==> src/design/adam_pkg.sv <==
package adam_pkg;

    localparam int MAX_ELEMS = 4096;
    localparam int IDX_W     = $clog2(MAX_ELEMS);
    localparam int ADDR_W    = 4;

    // configuration register indexes (byte address = 4 * index)
    localparam logic [1:0] REG_LR  = 2'd0;
    localparam logic [1:0] REG_B1  = 2'd1;
    localparam logic [1:0] REG_B2  = 2'd2;
    localparam logic [1:0] REG_EPS = 2'd3;

    localparam logic [31:0] LR_RST  = 32'd4294967;
    localparam logic [31:0] B1_RST  = 32'd3865470566;
    localparam logic [31:0] B2_RST  = 32'd4290672329;
    localparam logic [31:0] EPS_RST = 32'd43;

    localparam logic [1:0] ACT_UPDATE  = 2'd0;
    localparam logic [1:0] ACT_CLEAR   = 2'd1;
    localparam logic [1:0] ACT_RESTART = 2'd2;

    localparam logic [47:0] V_MAX    = 48'hFFFF_FFFF_FFFF;
    localparam logic [32:0] ONE_Q32  = 33'h1_0000_0000;
    localparam logic [32:0] STEP_CAP = 33'h1_0000_0000;

    // multiplier operand selects
    localparam logic [3:0] MUL_M   = 4'd0;
    localparam logic [3:0] MUL_G2  = 4'd1;
    localparam logic [3:0] MUL_VLO = 4'd2;
    localparam logic [3:0] MUL_VHI = 4'd3;
    localparam logic [3:0] MUL_GLO = 4'd4;
    localparam logic [3:0] MUL_GHI = 4'd5;
    localparam logic [3:0] MUL_SLO = 4'd6;
    localparam logic [3:0] MUL_SHI = 4'd7;
    localparam logic [3:0] MUL_P1  = 4'd8;
    localparam logic [3:0] MUL_P2  = 4'd9;

    localparam logic [1:0] ACC_HOLD = 2'd0;
    localparam logic [1:0] ACC_LOAD = 2'd1;
    localparam logic [1:0] ACC_ADD  = 2'd2;
    localparam logic [1:0] ACC_ADDH = 2'd3;

    localparam logic [1:0] DIV_MHAT = 2'd0;
    localparam logic [1:0] DIV_VHAT = 2'd1;
    localparam logic [1:0] DIV_STEP = 2'd2;

    localparam int DIV_NUM_W = 96;
    localparam int DIV_DEN_W = 41;
    localparam int DIV_Q_W   = 64;
    localparam int DIV_CNT_W = $clog2(DIV_NUM_W + 1);

    localparam int SQ_IN_W   = 80;
    localparam int SQ_ROOT_W = SQ_IN_W / 2;
    localparam int SQ_CNT_W  = $clog2(SQ_ROOT_W + 1);

    typedef struct packed {
        logic [1:0]         action;
        logic [11:0]        element_index;
        logic signed [31:0] param_value;
        logic signed [31:0] gradient;
        logic               last_of_pass;
    } item_t;

    typedef struct packed {
        logic signed [31:0] new_param;
        logic [11:0]        index_echo;
        logic               pass_done;
    } result_t;

    typedef struct packed {
        logic [31:0] learning_rate;
        logic [31:0] beta_one;
        logic [31:0] beta_two;
        logic [31:0] epsilon_term;
    } cfg_t;

    typedef struct packed {
        logic       load;
        logic       clr_wr;
        logic       elem_clr;
        logic [3:0] mul_sel;
        logic [1:0] acc_op;
        logic       m_upd;
        logic       g2_cap;
        logic       v_upd;
        logic       div_start;
        logic [1:0] div_sel;
        logic       mhat_cap;
        logic       vhat_cap;
        logic       sqrt_start;
        logic       step_cap;
        logic       res_upd;
        logic       pw_restart;
        logic       p1_upd;
        logic       p2_upd;
        logic       done_set;
        logic       out_load;
    } cmd_t;

    typedef struct packed {
        logic clr_last;
        logic div_busy;
        logic sqrt_busy;
        logic last;
    } sts_t;

endpackage

==> src/design/adam_ctrl.sv <==
module adam_ctrl (
    input  logic             clk,
    input  logic             rst_n,
    input  logic             item_valid,
    input  logic [1:0]       action,
    output logic             item_stall,
    output logic             result_valid,
    input  logic             result_stall,
    input  adam_pkg::sts_t   sts,
    output adam_pkg::cmd_t   cmd
);
    import adam_pkg::*;

    localparam logic [4:0] S_CLEAR = 5'd0;
    localparam logic [4:0] S_IDLE  = 5'd1;
    localparam logic [4:0] S_M1    = 5'd2;
    localparam logic [4:0] S_M2    = 5'd3;
    localparam logic [4:0] S_V1    = 5'd4;
    localparam logic [4:0] S_V2    = 5'd5;
    localparam logic [4:0] S_V3    = 5'd6;
    localparam logic [4:0] S_V4    = 5'd7;
    localparam logic [4:0] S_V5    = 5'd8;
    localparam logic [4:0] S_V6    = 5'd9;
    localparam logic [4:0] S_W_MH  = 5'd10;
    localparam logic [4:0] S_W_VH  = 5'd11;
    localparam logic [4:0] S_S1    = 5'd12;
    localparam logic [4:0] S_S2    = 5'd13;
    localparam logic [4:0] S_S3    = 5'd14;
    localparam logic [4:0] S_W_SQ  = 5'd15;
    localparam logic [4:0] S_W_ST  = 5'd16;
    localparam logic [4:0] S_RES   = 5'd17;
    localparam logic [4:0] S_P1    = 5'd18;
    localparam logic [4:0] S_P2    = 5'd19;
    localparam logic [4:0] S_P3    = 5'd20;
    localparam logic [4:0] S_ELCLR = 5'd21;
    localparam logic [4:0] S_RSTPW = 5'd22;
    localparam logic [4:0] S_FIN   = 5'd23;

    logic [4:0] state_reg, state_next;
    logic       rv_reg, rv_next;
    logic       take;

    assign take       = item_valid && (state_reg == S_IDLE);
    assign item_stall = (state_reg != S_IDLE);

    always_comb
    begin
        cmd        = '0;
        state_next = state_reg;
        unique case (state_reg)
            S_CLEAR:
            begin
                cmd.clr_wr = 1'b1;
                if (sts.clr_last)
                begin
                    state_next = S_IDLE;
                end
            end
            S_IDLE:
            begin
                if (take)
                begin
                    cmd.load = 1'b1;
                    priority case (action)
                        ACT_UPDATE:  state_next = S_M1;
                        ACT_CLEAR:   state_next = S_ELCLR;
                        ACT_RESTART: state_next = S_RSTPW;
                        default:     state_next = S_FIN;
                    endcase
                end
            end
            S_M1:
            begin
                cmd.mul_sel = MUL_M;
                state_next  = S_M2;
            end
            S_M2:
            begin
                cmd.m_upd   = 1'b1;
                cmd.mul_sel = MUL_G2;
                state_next  = S_V1;
            end
            S_V1:
            begin
                cmd.g2_cap  = 1'b1;
                cmd.mul_sel = MUL_VLO;
                state_next  = S_V2;
            end
            S_V2:
            begin
                cmd.acc_op  = ACC_LOAD;
                cmd.mul_sel = MUL_VHI;
                state_next  = S_V3;
            end
            S_V3:
            begin
                cmd.acc_op  = ACC_ADDH;
                cmd.mul_sel = MUL_GLO;
                state_next  = S_V4;
            end
            S_V4:
            begin
                cmd.acc_op  = ACC_ADD;
                cmd.mul_sel = MUL_GHI;
                state_next  = S_V5;
            end
            S_V5:
            begin
                cmd.acc_op = ACC_ADDH;
                state_next = S_V6;
            end
            S_V6:
            begin
                cmd.v_upd     = 1'b1;
                cmd.div_start = 1'b1;
                cmd.div_sel   = DIV_MHAT;
                state_next    = S_W_MH;
            end
            S_W_MH:
            begin
                cmd.div_sel = DIV_VHAT;
                if (!sts.div_busy)
                begin
                    cmd.mhat_cap  = 1'b1;
                    cmd.div_start = 1'b1;
                    state_next    = S_W_VH;
                end
            end
            S_W_VH:
            begin
                if (!sts.div_busy)
                begin
                    cmd.vhat_cap = 1'b1;
                    state_next   = S_S1;
                end
            end
            S_S1:
            begin
                cmd.sqrt_start = 1'b1;
                cmd.mul_sel    = MUL_SLO;
                state_next     = S_S2;
            end
            S_S2:
            begin
                cmd.acc_op  = ACC_LOAD;
                cmd.mul_sel = MUL_SHI;
                state_next  = S_S3;
            end
            S_S3:
            begin
                cmd.acc_op = ACC_ADDH;
                state_next = S_W_SQ;
            end
            S_W_SQ:
            begin
                cmd.div_sel = DIV_STEP;
                if (!sts.sqrt_busy)
                begin
                    cmd.div_start = 1'b1;
                    state_next    = S_W_ST;
                end
            end
            S_W_ST:
            begin
                if (!sts.div_busy)
                begin
                    cmd.step_cap = 1'b1;
                    state_next   = S_RES;
                end
            end
            S_RES:
            begin
                cmd.res_upd = 1'b1;
                state_next  = sts.last ? S_P1 : S_FIN;
            end
            S_P1:
            begin
                cmd.mul_sel = MUL_P1;
                state_next  = S_P2;
            end
            S_P2:
            begin
                cmd.p1_upd  = 1'b1;
                cmd.mul_sel = MUL_P2;
                state_next  = S_P3;
            end
            S_P3:
            begin
                cmd.p2_upd   = 1'b1;
                cmd.done_set = 1'b1;
                state_next   = S_FIN;
            end
            S_ELCLR:
            begin
                cmd.elem_clr = 1'b1;
                state_next   = S_FIN;
            end
            S_RSTPW:
            begin
                cmd.pw_restart = 1'b1;
                state_next     = S_FIN;
            end
            S_FIN:
            begin
                // hand off only when the output slot is empty or drains now
                if (!rv_reg || !result_stall)
                begin
                    cmd.out_load = 1'b1;
                    state_next   = S_IDLE;
                end
            end
            default:
            begin
                state_next = S_IDLE;
            end
        endcase
    end

    always_comb
    begin
        rv_next = rv_reg;
        if (cmd.out_load)
        begin
            rv_next = 1'b1;
        end
        else if (!result_stall)
        begin
            rv_next = 1'b0;
        end
    end

    always_ff @(posedge clk or negedge rst_n)
    begin
        if (!rst_n)
        begin
            state_reg <= S_CLEAR;
            rv_reg    <= 1'b0;
        end
        else
        begin
            state_reg <= state_next;
            rv_reg    <= rv_next;
        end
    end

    assign result_valid = rv_reg;

    a_div_start_idle: assert property (@(posedge clk) disable iff (!rst_n)
        cmd.div_start |-> !sts.div_busy)
        else $error("divider started while busy");

    a_sqrt_start_idle: assert property (@(posedge clk) disable iff (!rst_n)
        cmd.sqrt_start |-> !sts.sqrt_busy)
        else $error("root unit started while busy");

    a_take_leaves_idle: assert property (@(posedge clk) disable iff (!rst_n)
        (item_valid && !item_stall) |=> (state_reg != S_IDLE))
        else $error("transfer taken but sequencer stayed idle");

    a_no_overwrite: assert property (@(posedge clk) disable iff (!rst_n)
        (result_valid && result_stall) |=> !$past(cmd.out_load))
        else $error("pending result overwritten");

endmodule

==> config.mk <==
export PLATFORM = sky130hd
export DESIGN_NAME = adam_ctrl
export DESIGN_NICKNAME = d
export VERILOG_FILES = /design/src/design/adam_pkg.sv /design/src/design/adam_ctrl.sv
export SDC_FILE = /design/constraint.sdc
export NUM_CORES = 1
export LEC_CHECK = 0
export ABC_AREA = 1
export BUFFER_PORTS_ARGS = -buffer_cell sky130_fd_sc_hd__buf_4
export CAP_MARGIN = 20
export CORE_MARGIN = 2
export CORE_UTILIZATION = 51
export DETAILED_ROUTE_END_ITERATION = 8
export MAX_ROUTING_LAYER = met4
export PLACE_DENSITY = 0.9
export SLEW_MARGIN = 30
export SYNTH_ARGS = -nofsm -noshare
export SYNTH_HDL_FRONTEND = slang
export SYNTH_SLANG_ARGS = --single-unit
==> constraint.sdc <==
create_clock -name clk -period 2.45 [get_ports clk]
set_input_delay 0.3675 -clock clk [delete_from_list [all_inputs] [get_ports clk]]
set_output_delay 0.3675 -clock clk [all_outputs]
set_load 0.005 [all_outputs]
# [Word level (Yosys, flattened, before mapping)]
# Cells that the tools add are included.
[op_classes] reduce_logical=10 eq_ne=34 n_mux=34
[op_table] op="$pmux W5 S22" n=1
[op_table] op="$eq A5 B4 Y1 const B" n=8
[op_table] op="$eq A5 B5 Y1 const B" n=8
[op_table] op="$pmux W4 S9" n=1
[op_table] op="$mux W5" n=7
[op_table] op="$eq A5 B3 Y1 const B" n=4
[op_table] op="$mux W1" n=20
[op_table] op="$pmux W5 S3" n=1
[op_table] op="$ne A2 B2 Y1 const B" n=7
[op_table] op="$eq A5 B2 Y1 const B" n=2
[op_table] op="$pmux W3 S3" n=1
[op_table] op="$reduce_and A7 Y1" n=1
[op_table] op="$pmux W2 S3" n=1
[op_table] op="$reduce_or A3 Y1" n=2
[op_table] op="$eq A5 B1 Y1 const B" n=1
[op_table] op="$logic_not A5 Y1" n=1
[op_table] op="$ne A5 B1 Y1 const B" n=1
[op_table] op="$mux W3" n=1
[op_table] op="$eq A2 B1 Y1 const B" n=1
[op_table] op="$eq A2 B2 Y1 const B" n=1
[op_table] op="$logic_not A1 Y1" n=2
[op_table] op="$logic_not A2 Y1" n=1
[op_table] op="$mux W2" n=1
[op_table] op="$ne A2 B1 Y1 const B" n=1
[op_table] op="3 further kinds" n=3
[totals] word_cells=80 input_bits=10 out_inout_bits=27 regBits=6

# [Logic depth before layout (Yosys ltp)]
# Gate-level depths: netlist of run 1.
[depth] depth_word=5 depth_mapped=12 mapped_depth_nobuf=11

# [Least setup slack after synthesis of run 1]
# OpenSTA, ideal clock, no wires.
[synth_path] path_type="register to output" startpoint="register state_reg[3]" endpoint="output port cmd[0] (netlist bit)" required_ns=2.082 arrival_time_ns=1.060 path_slack_ns=1.022 path_buffers=1 stages_incl_launch_ff=7 cell_sequence="dfrtp_1 > nor2_4 > nand2_2 > nor2_1 > inv_1 > nor2_1 > buf_4"
[synth_lines] item="start, declared" line_no="adam_ctrl.sv:39" text="logic [4:0] state_reg, state_next;"
[synth_lines] item="start signal, assigned" line_no="adam_ctrl.sv:241" text="state_reg <= state_next;"
[synth_lines] item="end, declared" line_no="adam_ctrl.sv:10" text="output adam_pkg::cmd_t cmd"

==> impl_results.md, run 1 <==
- Fin Hold WS: 0.355 ns
- GRT Resource Usage Total: 0.279
- CTS tree: built
- DRC violation count after routing: 0
- Synth Net Count: about 160
- Slowest CP cell: dfrtp_1
- Post-Place Cells: 201
- H-tree levels: 1
- Min Clock Period, post-route: between 2 and 2.5 ns
- Slowest stage delay, CP: between 0.5 and 0.6 ns
- Initial Util: 0.563
- DPL Wire Length: 2080 um
- Slew of the pin with the lowest slew margin: between 0.4 and 0.5 ns
- GRT overflow: 0
- Status: completed
- Data arrival, critical path: 1.69 ns
- Sequential fraction of the synthesis area: 0.171
- Setup violators final: 0
- Worst Hold Class: in -> reg
- Post-layout util: 0.744
- First-pass GRT wire length: between 4000 and 5000 um
- Yosys warning count: 0
- Initial antenna violation count: 0
- Post-synthesis register bit count: 6
- Nets: 201
- Die width: approximately 46 um
- Ant diodes: 0
- Layout cells sized above 1: 0.376
- Number of max-cap violations: 0
- CTS root buf: clkbuf_4
- CP Launch Type: flip-flop
- Final std cells w/o fill: 205
- Row Count: 14
- Die height: 45.5 um
- Final slew viol count: 0
- Cell Pwr Density: 1140 nW/um2
- Vias in the first global route: 996
- Critical path cell sequence: inv_2 > nand3_1 > nor2_1 > inv_1 > o211ai_1 > buf_4
- Crit path required time: 2.08 ns
- Largest net degree at the start of global routing: 11
- Drt first pass iters: 4
- Cells after synthesis: 154
- Dominant cell type by area after synthesis: dfrtp_1
- IO Count: 37
- Port bufs: 36
- Area contributors post-synth: dfrtp_1, nand2_1, nor2_1
- Static Leak: 0.727 nW
- Drt total wl: 2560 um
- Crit Path Max Fanout: 10
- Unique masters post-synth: 24
- Commonest non-fill, non-tap cell in the layout: nand2_1
- Gp weighted congestion: 0.922
- Top Family by Delay on Critical Path: flip-flops
- Core box area: roughly 1600 um2
- Die area: a little over 2000 um2
- Crit share post-route: 0.841
- Commonest cells after routing, fill and taps aside: nand2_1, buf_4, nor2_1, inv_1, nand3_1
- RSZ-0062 raised after global routing: no
- Max reg flops: 5
- Cts bufs inserted: 3
- Max-Slew Margin vs Limit: 0.672
- Worst vdd ir: between 0.6 and 0.7 mV
- Clk_skew: about 0.00023 ns
- Clk buf depth: 2
- Post-route design area: around 1200 um2
- Placed cell area: 1130 um2
- Via count: between 1000 and 1500
- Crit path buf inv count: 3
- Setup_tns: 0 ns
- CP Class: reg -> out
- Reg clk slew, reported paths: 0.05 ns
- Post-DR wirelength/cell: 12.5 um
- FILL cells: 126
- Area share of the largest cell type after synthesis: 0.171
- Via density: 5.41
- Clock Latency Late Sink: 0.25 ns
- Mapped Area: 878 um2
- Post-DRT Antenna Nets: 0
- CP Capture Type: output pin
- Area delta synth->final: 32.1%
- 1st-iter DRT viols: 62
- Final Hold Vio Count: 0
- F_max: 485 MHz
- Syn avg cell area: 5.70 um2
- Clock sink count: 6
-- final timing paths --
path | cells after the start | end | slack (ns) | startpoint
worst min-delay path | 3 | result_valid$_DFFE_PN0P_ | 0.35 | result_stall
worst max register to register | 10 | state_reg[0]$_DFFE_PN0P_ | 0.75 | state_reg[4]$_DFFE_PN0P_
worst max-delay path | 6 | cmd[18] | 0.39 | state_reg[4]$_DFFE_PN0P_
max in group asynchronous | 2 | state_reg[2]$_DFFE_PN0P_ | 1.88 | rst_n
worst min register to register | 2 | result_valid$_DFFE_PN0P_ | 0.52 | result_valid$_DFFE_PN0P_
min in group asynchronous | 2 | result_valid$_DFFE_PN0P_ | 0.46 | rst_n
-- routing by layer --
layer / vias up / share of wire / GRT usage
li1: 545 / - / -
met4: 0 / 0.0055 / 0.0529
met3: 4 / 0.10 / 0.0476
met2: 70 / 0.49 / 0.459
met1: 491 / 0.40 / 0.359
met5: - / 0 / -
-- worst reg2reg max path, cell delays in order, from the launching register on --
cell and delay (ns):
dfrtp_1 0.55, inv_2 0.23, nand3_2 0.14, nor2_4 0.14, inv_2 0.07, o21ai_2 0.13
nor2_2 0.06, nand2_4 0.10, inv_2 0.06, nand2_1 0.07, nand2_1 0.04
-- layout make-up --
type,instances,area [um2],share of cell area
multi-input combinational,115,582,0.502
timing repair buffer,37,280,0.242
sequential,6,150,0.129
inverter,28,105,0.0906
clock buffer,3,22.5,0.0194
tap,16,20.0,0.0173
-- power breakdown --
group | total (mW) | switching (mW) | internal, mW
Sequential | 0.256 | 0.112 | 0.144
Clock | 0.0935 | 0.0380 | 0.0556
Combinational | 0.978 | 0.586 | 0.393
Total | 1.33 | 0.735 | 0.593
-- cells in the mapped netlist --
master     n
nor2_1    23
inv_1     18
nor2_4     5
and2_1     1
o221ai_1   1
nand3_2    1
o21ai_2    3
o21ai_1    2
o21ai_0    2
o211ai_1   1
nand2_4    1
buf_4      4
a21oi_1    3
nor2_2     5
nand2_1   38
nand2_2    7
inv_2     10
dfrtp_1    6
nand4_1    2
nand3b_1   1
buf_6      1
nand3_1   16
o22ai_1    1
nor3_1     2
-- kinds of logic (layout without fill, tap and decap cells) --
group | count (synthesis) | after routing | synth area share
AOI/OAI and AO/OA | 13 | 13 | 0.0955
DFF | 6 | 6 | 0.171
buffers and inverters | 33 | 68 | 0.167
and+or+nand+nor | 102 | 102 | 0.567
-- timing repair --
item                                   CTS  global route
gates resized for setup                  0             0
buffers inserted                         0             0
endpoints found under the hold margin    6             0
hold buffers                             1             0
-- through the flow --
stage	total power [mW]	setup WS [ns]
floorplan	0.929	1.02
global route	1.44	0.256
detailed placement	1.22	0.695
finish	1.33	0.389
CTS	1.32	0.429
global placement	1.19	0.659
(Power assumes the default switching activity.)
==> run 2: changes to the inputs <==
--- a/config.mk
+++ b/config.mk
@@ -9,10 +9,10 @@
 export BUFFER_PORTS_ARGS = -buffer_cell sky130_fd_sc_hd__buf_4
 export CAP_MARGIN = 20
 export CORE_MARGIN = 2
-export CORE_UTILIZATION = 51
+export CORE_UTILIZATION = 47
 export DETAILED_ROUTE_END_ITERATION = 8
 export MAX_ROUTING_LAYER = met4
-export PLACE_DENSITY = 0.9
+export PLACE_DENSITY = 0.85
 export SLEW_MARGIN = 30
 export SYNTH_ARGS = -nofsm -noshare
 export SYNTH_HDL_FRONTEND = slang
==> constraint.sdc (replaced) <==
create_clock -name clk -period 2.1 [get_ports clk]
set_input_delay 0.315 -clock clk [delete_from_list [all_inputs] [get_ports clk]]
set_output_delay 0.315 -clock clk [all_outputs]
set_load 0.005 [all_outputs]
==> run 2 against run 1 <==
  * First-iteration DRC count is 42% lower
  * Clock power up 18%
  * Highest routed layer unchanged
  * Wire length grew 0.74%
  * Sequential power grew 19%
  * Combinational power up 17%
  * Largest power group unchanged
==> impl_results.md, run 2 (synthesis gave the netlist of run 1 again) <==
- DRC violation count after routing: 0 (unchanged)
- GRT Resource Usage Total: 0.258 (-0.0214)
- Critical path launch point: state_reg[4]$_DFFE_PN0P_
- Initial Util: 0.503 (-0.0602)
- Clock Latency Late Sink: 0.25 ns (about the same)
- Area delta synth->final: 33.3%
- CTS resizes: 0 (unchanged)
- Slew of the pin with the lowest slew margin: 0.547 ns (+0.0550 ns)
- Row Count: 15 (+1)
- Hold_sp: result_stall
- Slowest stage delay, CP: 0.68 ns (+0.13 ns)
- CP Capture Type: output pin
- Die area: 2230 um2 (+7.7%)
- Crit path buf inv count: 3 (unchanged)
- Number of max-cap violations: 0 (unchanged)
- Area of the multi-input gates: 582 um2 (unchanged)
- Die height: 47.2 um (+3.8%)
- Largest net degree at the start of global routing: 11 (unchanged)
- First-pass GRT wire length: 4040 um (-2.5%)
- Cell Pwr Density: 1330 nW/um2 (+16%)
- Crit path required time: 1.78 ns (-0.30 ns)
- Setup violators final: 0 (unchanged)
- Post-CTS setup repair buffer count: 0 (unchanged)
- Reg clk slew, reported paths: 0.05 ns (about the same)
- Gp weighted congestion: 0.945 (+2.4%)
- Core box area: 1750 um2 (+12%)
- Cts bufs inserted: 3 (unchanged)
- DPL Wire Length: 2110 um (+1.8%)
- Ant diodes: 0 (unchanged)
- CP Class: reg -> out
- Post-Place Cells: 210 (+4.5%)
- Layout cells sized above 1: 0.376 (unchanged)
- Worst vdd ir: 0.682 mV (+6.5%)
- Nets: 201 (unchanged)
- Max-Slew Margin vs Limit: 0.635 (-0.0366)
- Status: completed
- Final slew viol count: 0 (unchanged)
- Via count: 1085 (-2.3%)
- FILL cells: 175 (+39%)
- Via density: 5.07 (-6.4%)
- Min Clock Period, post-route: 2.05 ns
- Setup_tns: 0 ns (unchanged)
- RSZ-0062 raised after global routing: no
- Seq. cell area: 150 um2 (unchanged)
- IO Count: 37 (unchanged)
- Drt first pass iters: 4 (unchanged)
- Critical path cell sequence: inv_2 > nand3_1 > nor2_1 > inv_1 > o211ai_1 > buf_4
- H-tree levels: 1 (unchanged)
- Commonest cells after routing, fill and taps aside: nand2_1, buf_4, nor2_1, inv_1, nand3_1
- Post-DR wirelength/cell: 12.0 um (-3.5%)
- Top Family by Delay on Critical Path: flip-flops
- Clock sink count: 6 (unchanged)
- Final std cells w/o fill: 214 (+4.4%)
- Crit share post-route: 0.974
- Worst r2r src: state_reg[4]$_DFFE_PN0P_
- Clk buf depth: 2 (unchanged)
- Vias in the first global route: 921 (-7.5%)
- Final Hold Vio Count: 0 (unchanged)
- Drt total wl: 2570 um (+0.74%)
- CTS tree: built
- Static Leak: 0.727 nW (unchanged)
- Slowest CP cell: dfrtp_1
- Die width: 47.2 um (+3.8%)
- CTS root buf: clkbuf_4
- Crit Path Max Fanout: 10 (unchanged)
- Post-DRT Antenna Nets: 0 (unchanged)
- GRT overflow: 0 (unchanged)
- Initial antenna violation count: 0 (unchanged)
- Data arrival, critical path: 1.73 ns (+0.04 ns)
- Worst Hold Class: in -> reg
- 1st-iter DRT viols: 36 (-42%)
- F_max: 489 MHz
- Commonest non-fill, non-tap cell in the layout: nand2_1
- Port bufs: 36 (unchanged)
- Max reg flops: 5 (unchanged)
- CP Launch Type: flip-flop
- Clk_skew: 0.00703 ns (+0.00680 ns)
-- run 2: cell counts in the layout (fill, tap and decap cells not counted) --
Identical to the previous run, type by type.
-- run 2: worst paths after layout --
kind                                             to  slack, ns  cells past startpoint
min reg2reg                result_valid$_DFFE_PN0P_       0.50                      2
max in group asynchronous  state_reg[0]$_DFFE_PN0P_       1.58                      2
max reg2reg                state_reg[0]$_DFFE_PN0P_       0.32                     10
min                        result_valid$_DFFE_PN0P_       0.28                      3
max                                         cmd[18]       0.05                      6
min in group asynchronous  result_valid$_DFFE_PN0P_       0.40                      2
-- run 2: routing by layer --
| metal | GRT usage | share of wire | vias up |
|---|---|---|---|
| met5 | - | 0 | - |
| met4 | 0.0167 | 0.0054 | 0 |
| met3 | 0.0538 | 0.071 | 2 |
| met2 | 0.386 | 0.47 | 45 |
| met1 | 0.369 | 0.45 | 494 |
| li1 | - | - | 544 |
-- run 2: timing repair --
| action | 4_1_cts | 5_1_grt |
|---|---|---|
| endpoints found under the setup margin | 0 | 0 |
| hold buffers | 1 | 0 |
| endpoints found under the hold margin | 6 | 0 |
-- run 2: worst min-delay path, cell delays in order --
cell	delay [ns]
buf_4	0.08
nand2_1	0.05
nand2_1	0.06
-- run 2: final cells by class --
type,instances,share of cell area
well taps,25,0.0267
repair buffers,37,0.239
clock buffers,3,0.0192
multi-input cells,115,0.497
flip-flops and latches,6,0.128
inverters,28,0.0897
-- run 2: power by group --
part / total, mW / switching, mW / leakage, nW / internal, mW
clock: 0.110 / 0.0454 / 0.0138 / 0.0649
combinational: 1.14 / 0.679 / 0.637 / 0.458
sequential: 0.304 / 0.136 / 0.0758 / 0.168
-- run 2: metrics by stage --
step                cell area (um2)   util  hold WS [ns]  setup WS, ns  total power, mW
floorplan                       878      -        0.0194         0.708             1.08
global placement               1140  0.652         0.123         0.380             1.41
detailed placement             1140  0.652         0.126         0.375             1.43
CTS                            1170  0.671         0.282         0.108             1.54
global route                   1170  0.671         0.302       0.00552             1.69
finish                         1170  0.671         0.283        0.0543             1.55
==> run 3: changes to the inputs <==
--- a/config.mk
+++ b/config.mk
@@ -9,10 +9,10 @@
 export BUFFER_PORTS_ARGS = -buffer_cell sky130_fd_sc_hd__buf_4
 export CAP_MARGIN = 20
 export CORE_MARGIN = 2
-export CORE_UTILIZATION = 47
+export CORE_UTILIZATION = 51
 export DETAILED_ROUTE_END_ITERATION = 8
 export MAX_ROUTING_LAYER = met4
-export PLACE_DENSITY = 0.85
+export PLACE_DENSITY = 0.9
 export SLEW_MARGIN = 30
 export SYNTH_ARGS = -nofsm -noshare
 export SYNTH_HDL_FRONTEND = slang
==> constraint.sdc (replaced) <==
create_clock -name clk -period 2.5 [get_ports clk]
set_input_delay 0.375 -clock clk [delete_from_list [all_inputs] [get_ports clk]]
set_output_delay 0.375 -clock clk [all_outputs]
set_load 0.005 [all_outputs]
==> run 3 against run 2 <==
  * Hold slack improved by 0.080 ns
  * First-iteration DRC count rose by 22%
  * Critical path depth did not move
  * Clock power fell by 18%
  * Worst setup slack improved by 0.38 ns
==> impl_results.md, run 3 (synthesis gave the netlist of run 1 again) <==
- Initial Util: 0.563 (+0.0602)
- Clock Latency Late Sink: 0.25 ns (about the same)
- Int Pwr: 0.581 mW (-16%)
- Initial antenna violation count: 0 (unchanged)
- Drt total wl: 2470 um (-4.1%)
- Via density: 5.27 (+4.0%)
- Placed cell area: 1130 um2 (-0.99%)
- Clk_skew: 0.00429 ns (-0.00273 ns)
- F_max: 485 MHz
- CP Launch Type: flip-flop
- FF-to-FF setup slack: 0.80 ns (+0.48 ns)
- Combinational fraction of design power: 0.737 (+0.004)
- Row Count: 14 (-1)
- Critical path cell sequence: inv_2 > nand3_1 > nor2_1 > inv_1 > o211ai_1 > buf_4
- Setup_tns: 0 ns (unchanged)
- Area delta synth->final: 32.1%
- FF-to-FF End: state_reg[0]$_DFFE_PN0P_
- Ant diodes: 0 (unchanged)
- Cts bufs inserted: 3 (unchanged)
- Die area: 2070 um2 (-7.2%)
- Post-route design area: 1160 um2 (-0.96%)
- Fin Hold WS: 0.362 ns (+0.0796 ns)
- Post-CTS setup repair buffer count: 0 (unchanged)
- Worst vdd ir: 0.632 mV (-7.4%)
- Post-DRT Antenna Nets: 0 (unchanged)
- Crit path required time: 2.12 ns (+0.34 ns)
- Commonest non-fill, non-tap cell in the layout: nand2_1
- Die width: 45.5 um (-3.7%)
- Critical path launch point: state_reg[4]$_DFFE_PN0P_
- Final std cells w/o fill: 205 (-4.2%)
- Nets: 201 (unchanged)
- Vias in the first global route: 929 (+0.87%)
- IO Count: 37 (unchanged)
- First-pass GRT wire length: 3970 um (-1.9%)
- Psw: 0.712 mW (-17%)
- H-tree levels: 1 (unchanged)
- Seq pwr share: 0.193 (-0.003)
- CTS tree: built
- Commonest cells after routing, fill and taps aside: nand2_1, buf_4, nor2_1, inv_1, nand3_1
- Switching part of the total: 0.551 (-0.00347)
- Via count: 1081 (-0.37%)
- Reg clk slew, reported paths: 0.05 ns (about the same)
- Slowest CP cell: dfrtp_1
- Critical path endpoint: cmd[18]
- Clk buf depth: 2 (unchanged)
- GRT Resource Usage Total: 0.268 (+0.0105)
- Reg2Reg Depth: 10 (unchanged)
- Port bufs: 36 (unchanged)
- Data arrival, critical path: 1.69 ns (-0.04 ns)
- CP Capture Type: output pin
- Cell Pwr Density: 1110 nW/um2 (-16%)
- Die height: 45.5 um (-3.7%)
- GRT overflow: 0 (unchanged)
- Final Hold Vio Count: 0 (unchanged)
- Largest net degree at the start of global routing: 11 (unchanged)
- Clock power frac: 0.070 (about the same)
- Layout cells sized above 1: 0.376 (unchanged)
- Final slew viol count: 0 (unchanged)
- DPL Wire Length: 2020 um (-4.5%)
- Min Clock Period, post-route: 2.06 ns
- 1st-iter DRT viols: 44 (+22%)
- Post-DR wirelength/cell: 12.0 um (+0.13%)
- Max-Slew Margin vs Limit: 0.676 (+0.0404)
- Slew of the pin with the lowest slew margin: 0.486 ns (-0.0606 ns)
- DRC violation count after routing: 0 (unchanged)
- Gp weighted congestion: 0.922 (-2.4%)
- Post-Place Cells: 201 (-4.3%)
- Clock sink count: 6 (unchanged)
- Slowest stage delay, CP: 0.55 ns (-0.13 ns)
- RSZ-0062 raised after global routing: no
- Crit Path Max Fanout: 10 (unchanged)
- Number of max-cap violations: 0 (unchanged)
- Crit share post-route: 0.825
- Drt first pass iters: 4 (unchanged)
- CP Class: reg -> out
- Setup violators final: 0 (unchanged)
- Core box area: 1560 um2 (-11%)
- Worst Hold Class: in -> reg
- Worst r2r src: state_reg[4]$_DFFE_PN0P_
- Max reg flops: 5 (unchanged)
- CTS root buf: clkbuf_4
- Status: completed
- Static Leak: 0.727 nW (unchanged)
run 3: power by group through the flow:
stage	Combinational (mW)	Clock, mW	Sequential, mW
2_1_floorplan	0.734	0	0.177
3_3_place_gp	0.924	0	0.246
3_5_place_dp	0.941	0	0.249
4_1_cts	0.947	0.0899	0.248
5_1_grt	1.06	0.101	0.258
6_report	0.953	0.0902	0.250
run 3: worst min-delay path by stage:
stage	startpoint	to	slack (ns)	depth (start not counted)
after global routing	result_stall	result_valid$_DFFE_PN0P_	0.37	3
after CTS	result_stall	result_valid$_DFFE_PN0P_	0.37	3
after global placement	rst_n	state_reg[0]$_DFFE_PN0P_	0.18	1
after detailed placement	rst_n	state_reg[0]$_DFFE_PN0P_	0.18	1
after floorplan	rst_n	result_valid$_DFFE_PN0P_	0.08	0
final	result_stall	result_valid$_DFFE_PN0P_	0.36	3
run 3: cell type report:
class / instances / area, um2
Inverter: 28 / 105
Fill cell: 133 / 399
Multi-Input combinational cell: 115 / 582
Tap cell: 16 / 20.0
Clock buffer: 3 / 22.5
Sequential cell: 6 / 150
Timing Repair Buffer: 37 / 280
run 3: layer usage:
| layer | vias to the layer above | track usage | share of wire | routed length, um |
|---|---|---|---|---|
| li1 | 546 | - | - | - |
| met1 | 465 | 0.369 | 0.42 | 1040 |
| met2 | 70 | 0.389 | 0.48 | 1170 |
| met3 | 0 | 0.0714 | 0.10 | 257 |
| met4 | 0 | 0.0647 | 0 | 0 |
| met5 | - | - | 0 | 0 |
run 3: timing repair:
item                       in CTS  in global routing
setup endpoints to repair       0                  0
hold buffers                    1                  0
hold endpoints to repair        6                  0
resized for setup               0                  0
run 3: worst max-delay path, delay by kind of cell, from the launching register on:
family          cells  cell delay (ns)
flops               1             0.55
buf+inv             3             0.45
simple gates        2             0.36
compound gates      1             0.09
run 3: per-stage QoR:
| stage | worst slack [ns] | power [mW] | utilization |
|---|---|---|---|
| 2_1_floorplan | 1.06 | 0.910 | - |
| 3_3_place_gp | 0.702 | 1.17 | 0.723 |
| 3_5_place_dp | 0.722 | 1.19 | 0.723 |
| 4_1_cts | 0.463 | 1.28 | 0.744 |
| 5_1_grt | 0.333 | 1.42 | 0.744 |
| 6_report | 0.437 | 1.29 | 0.744 |
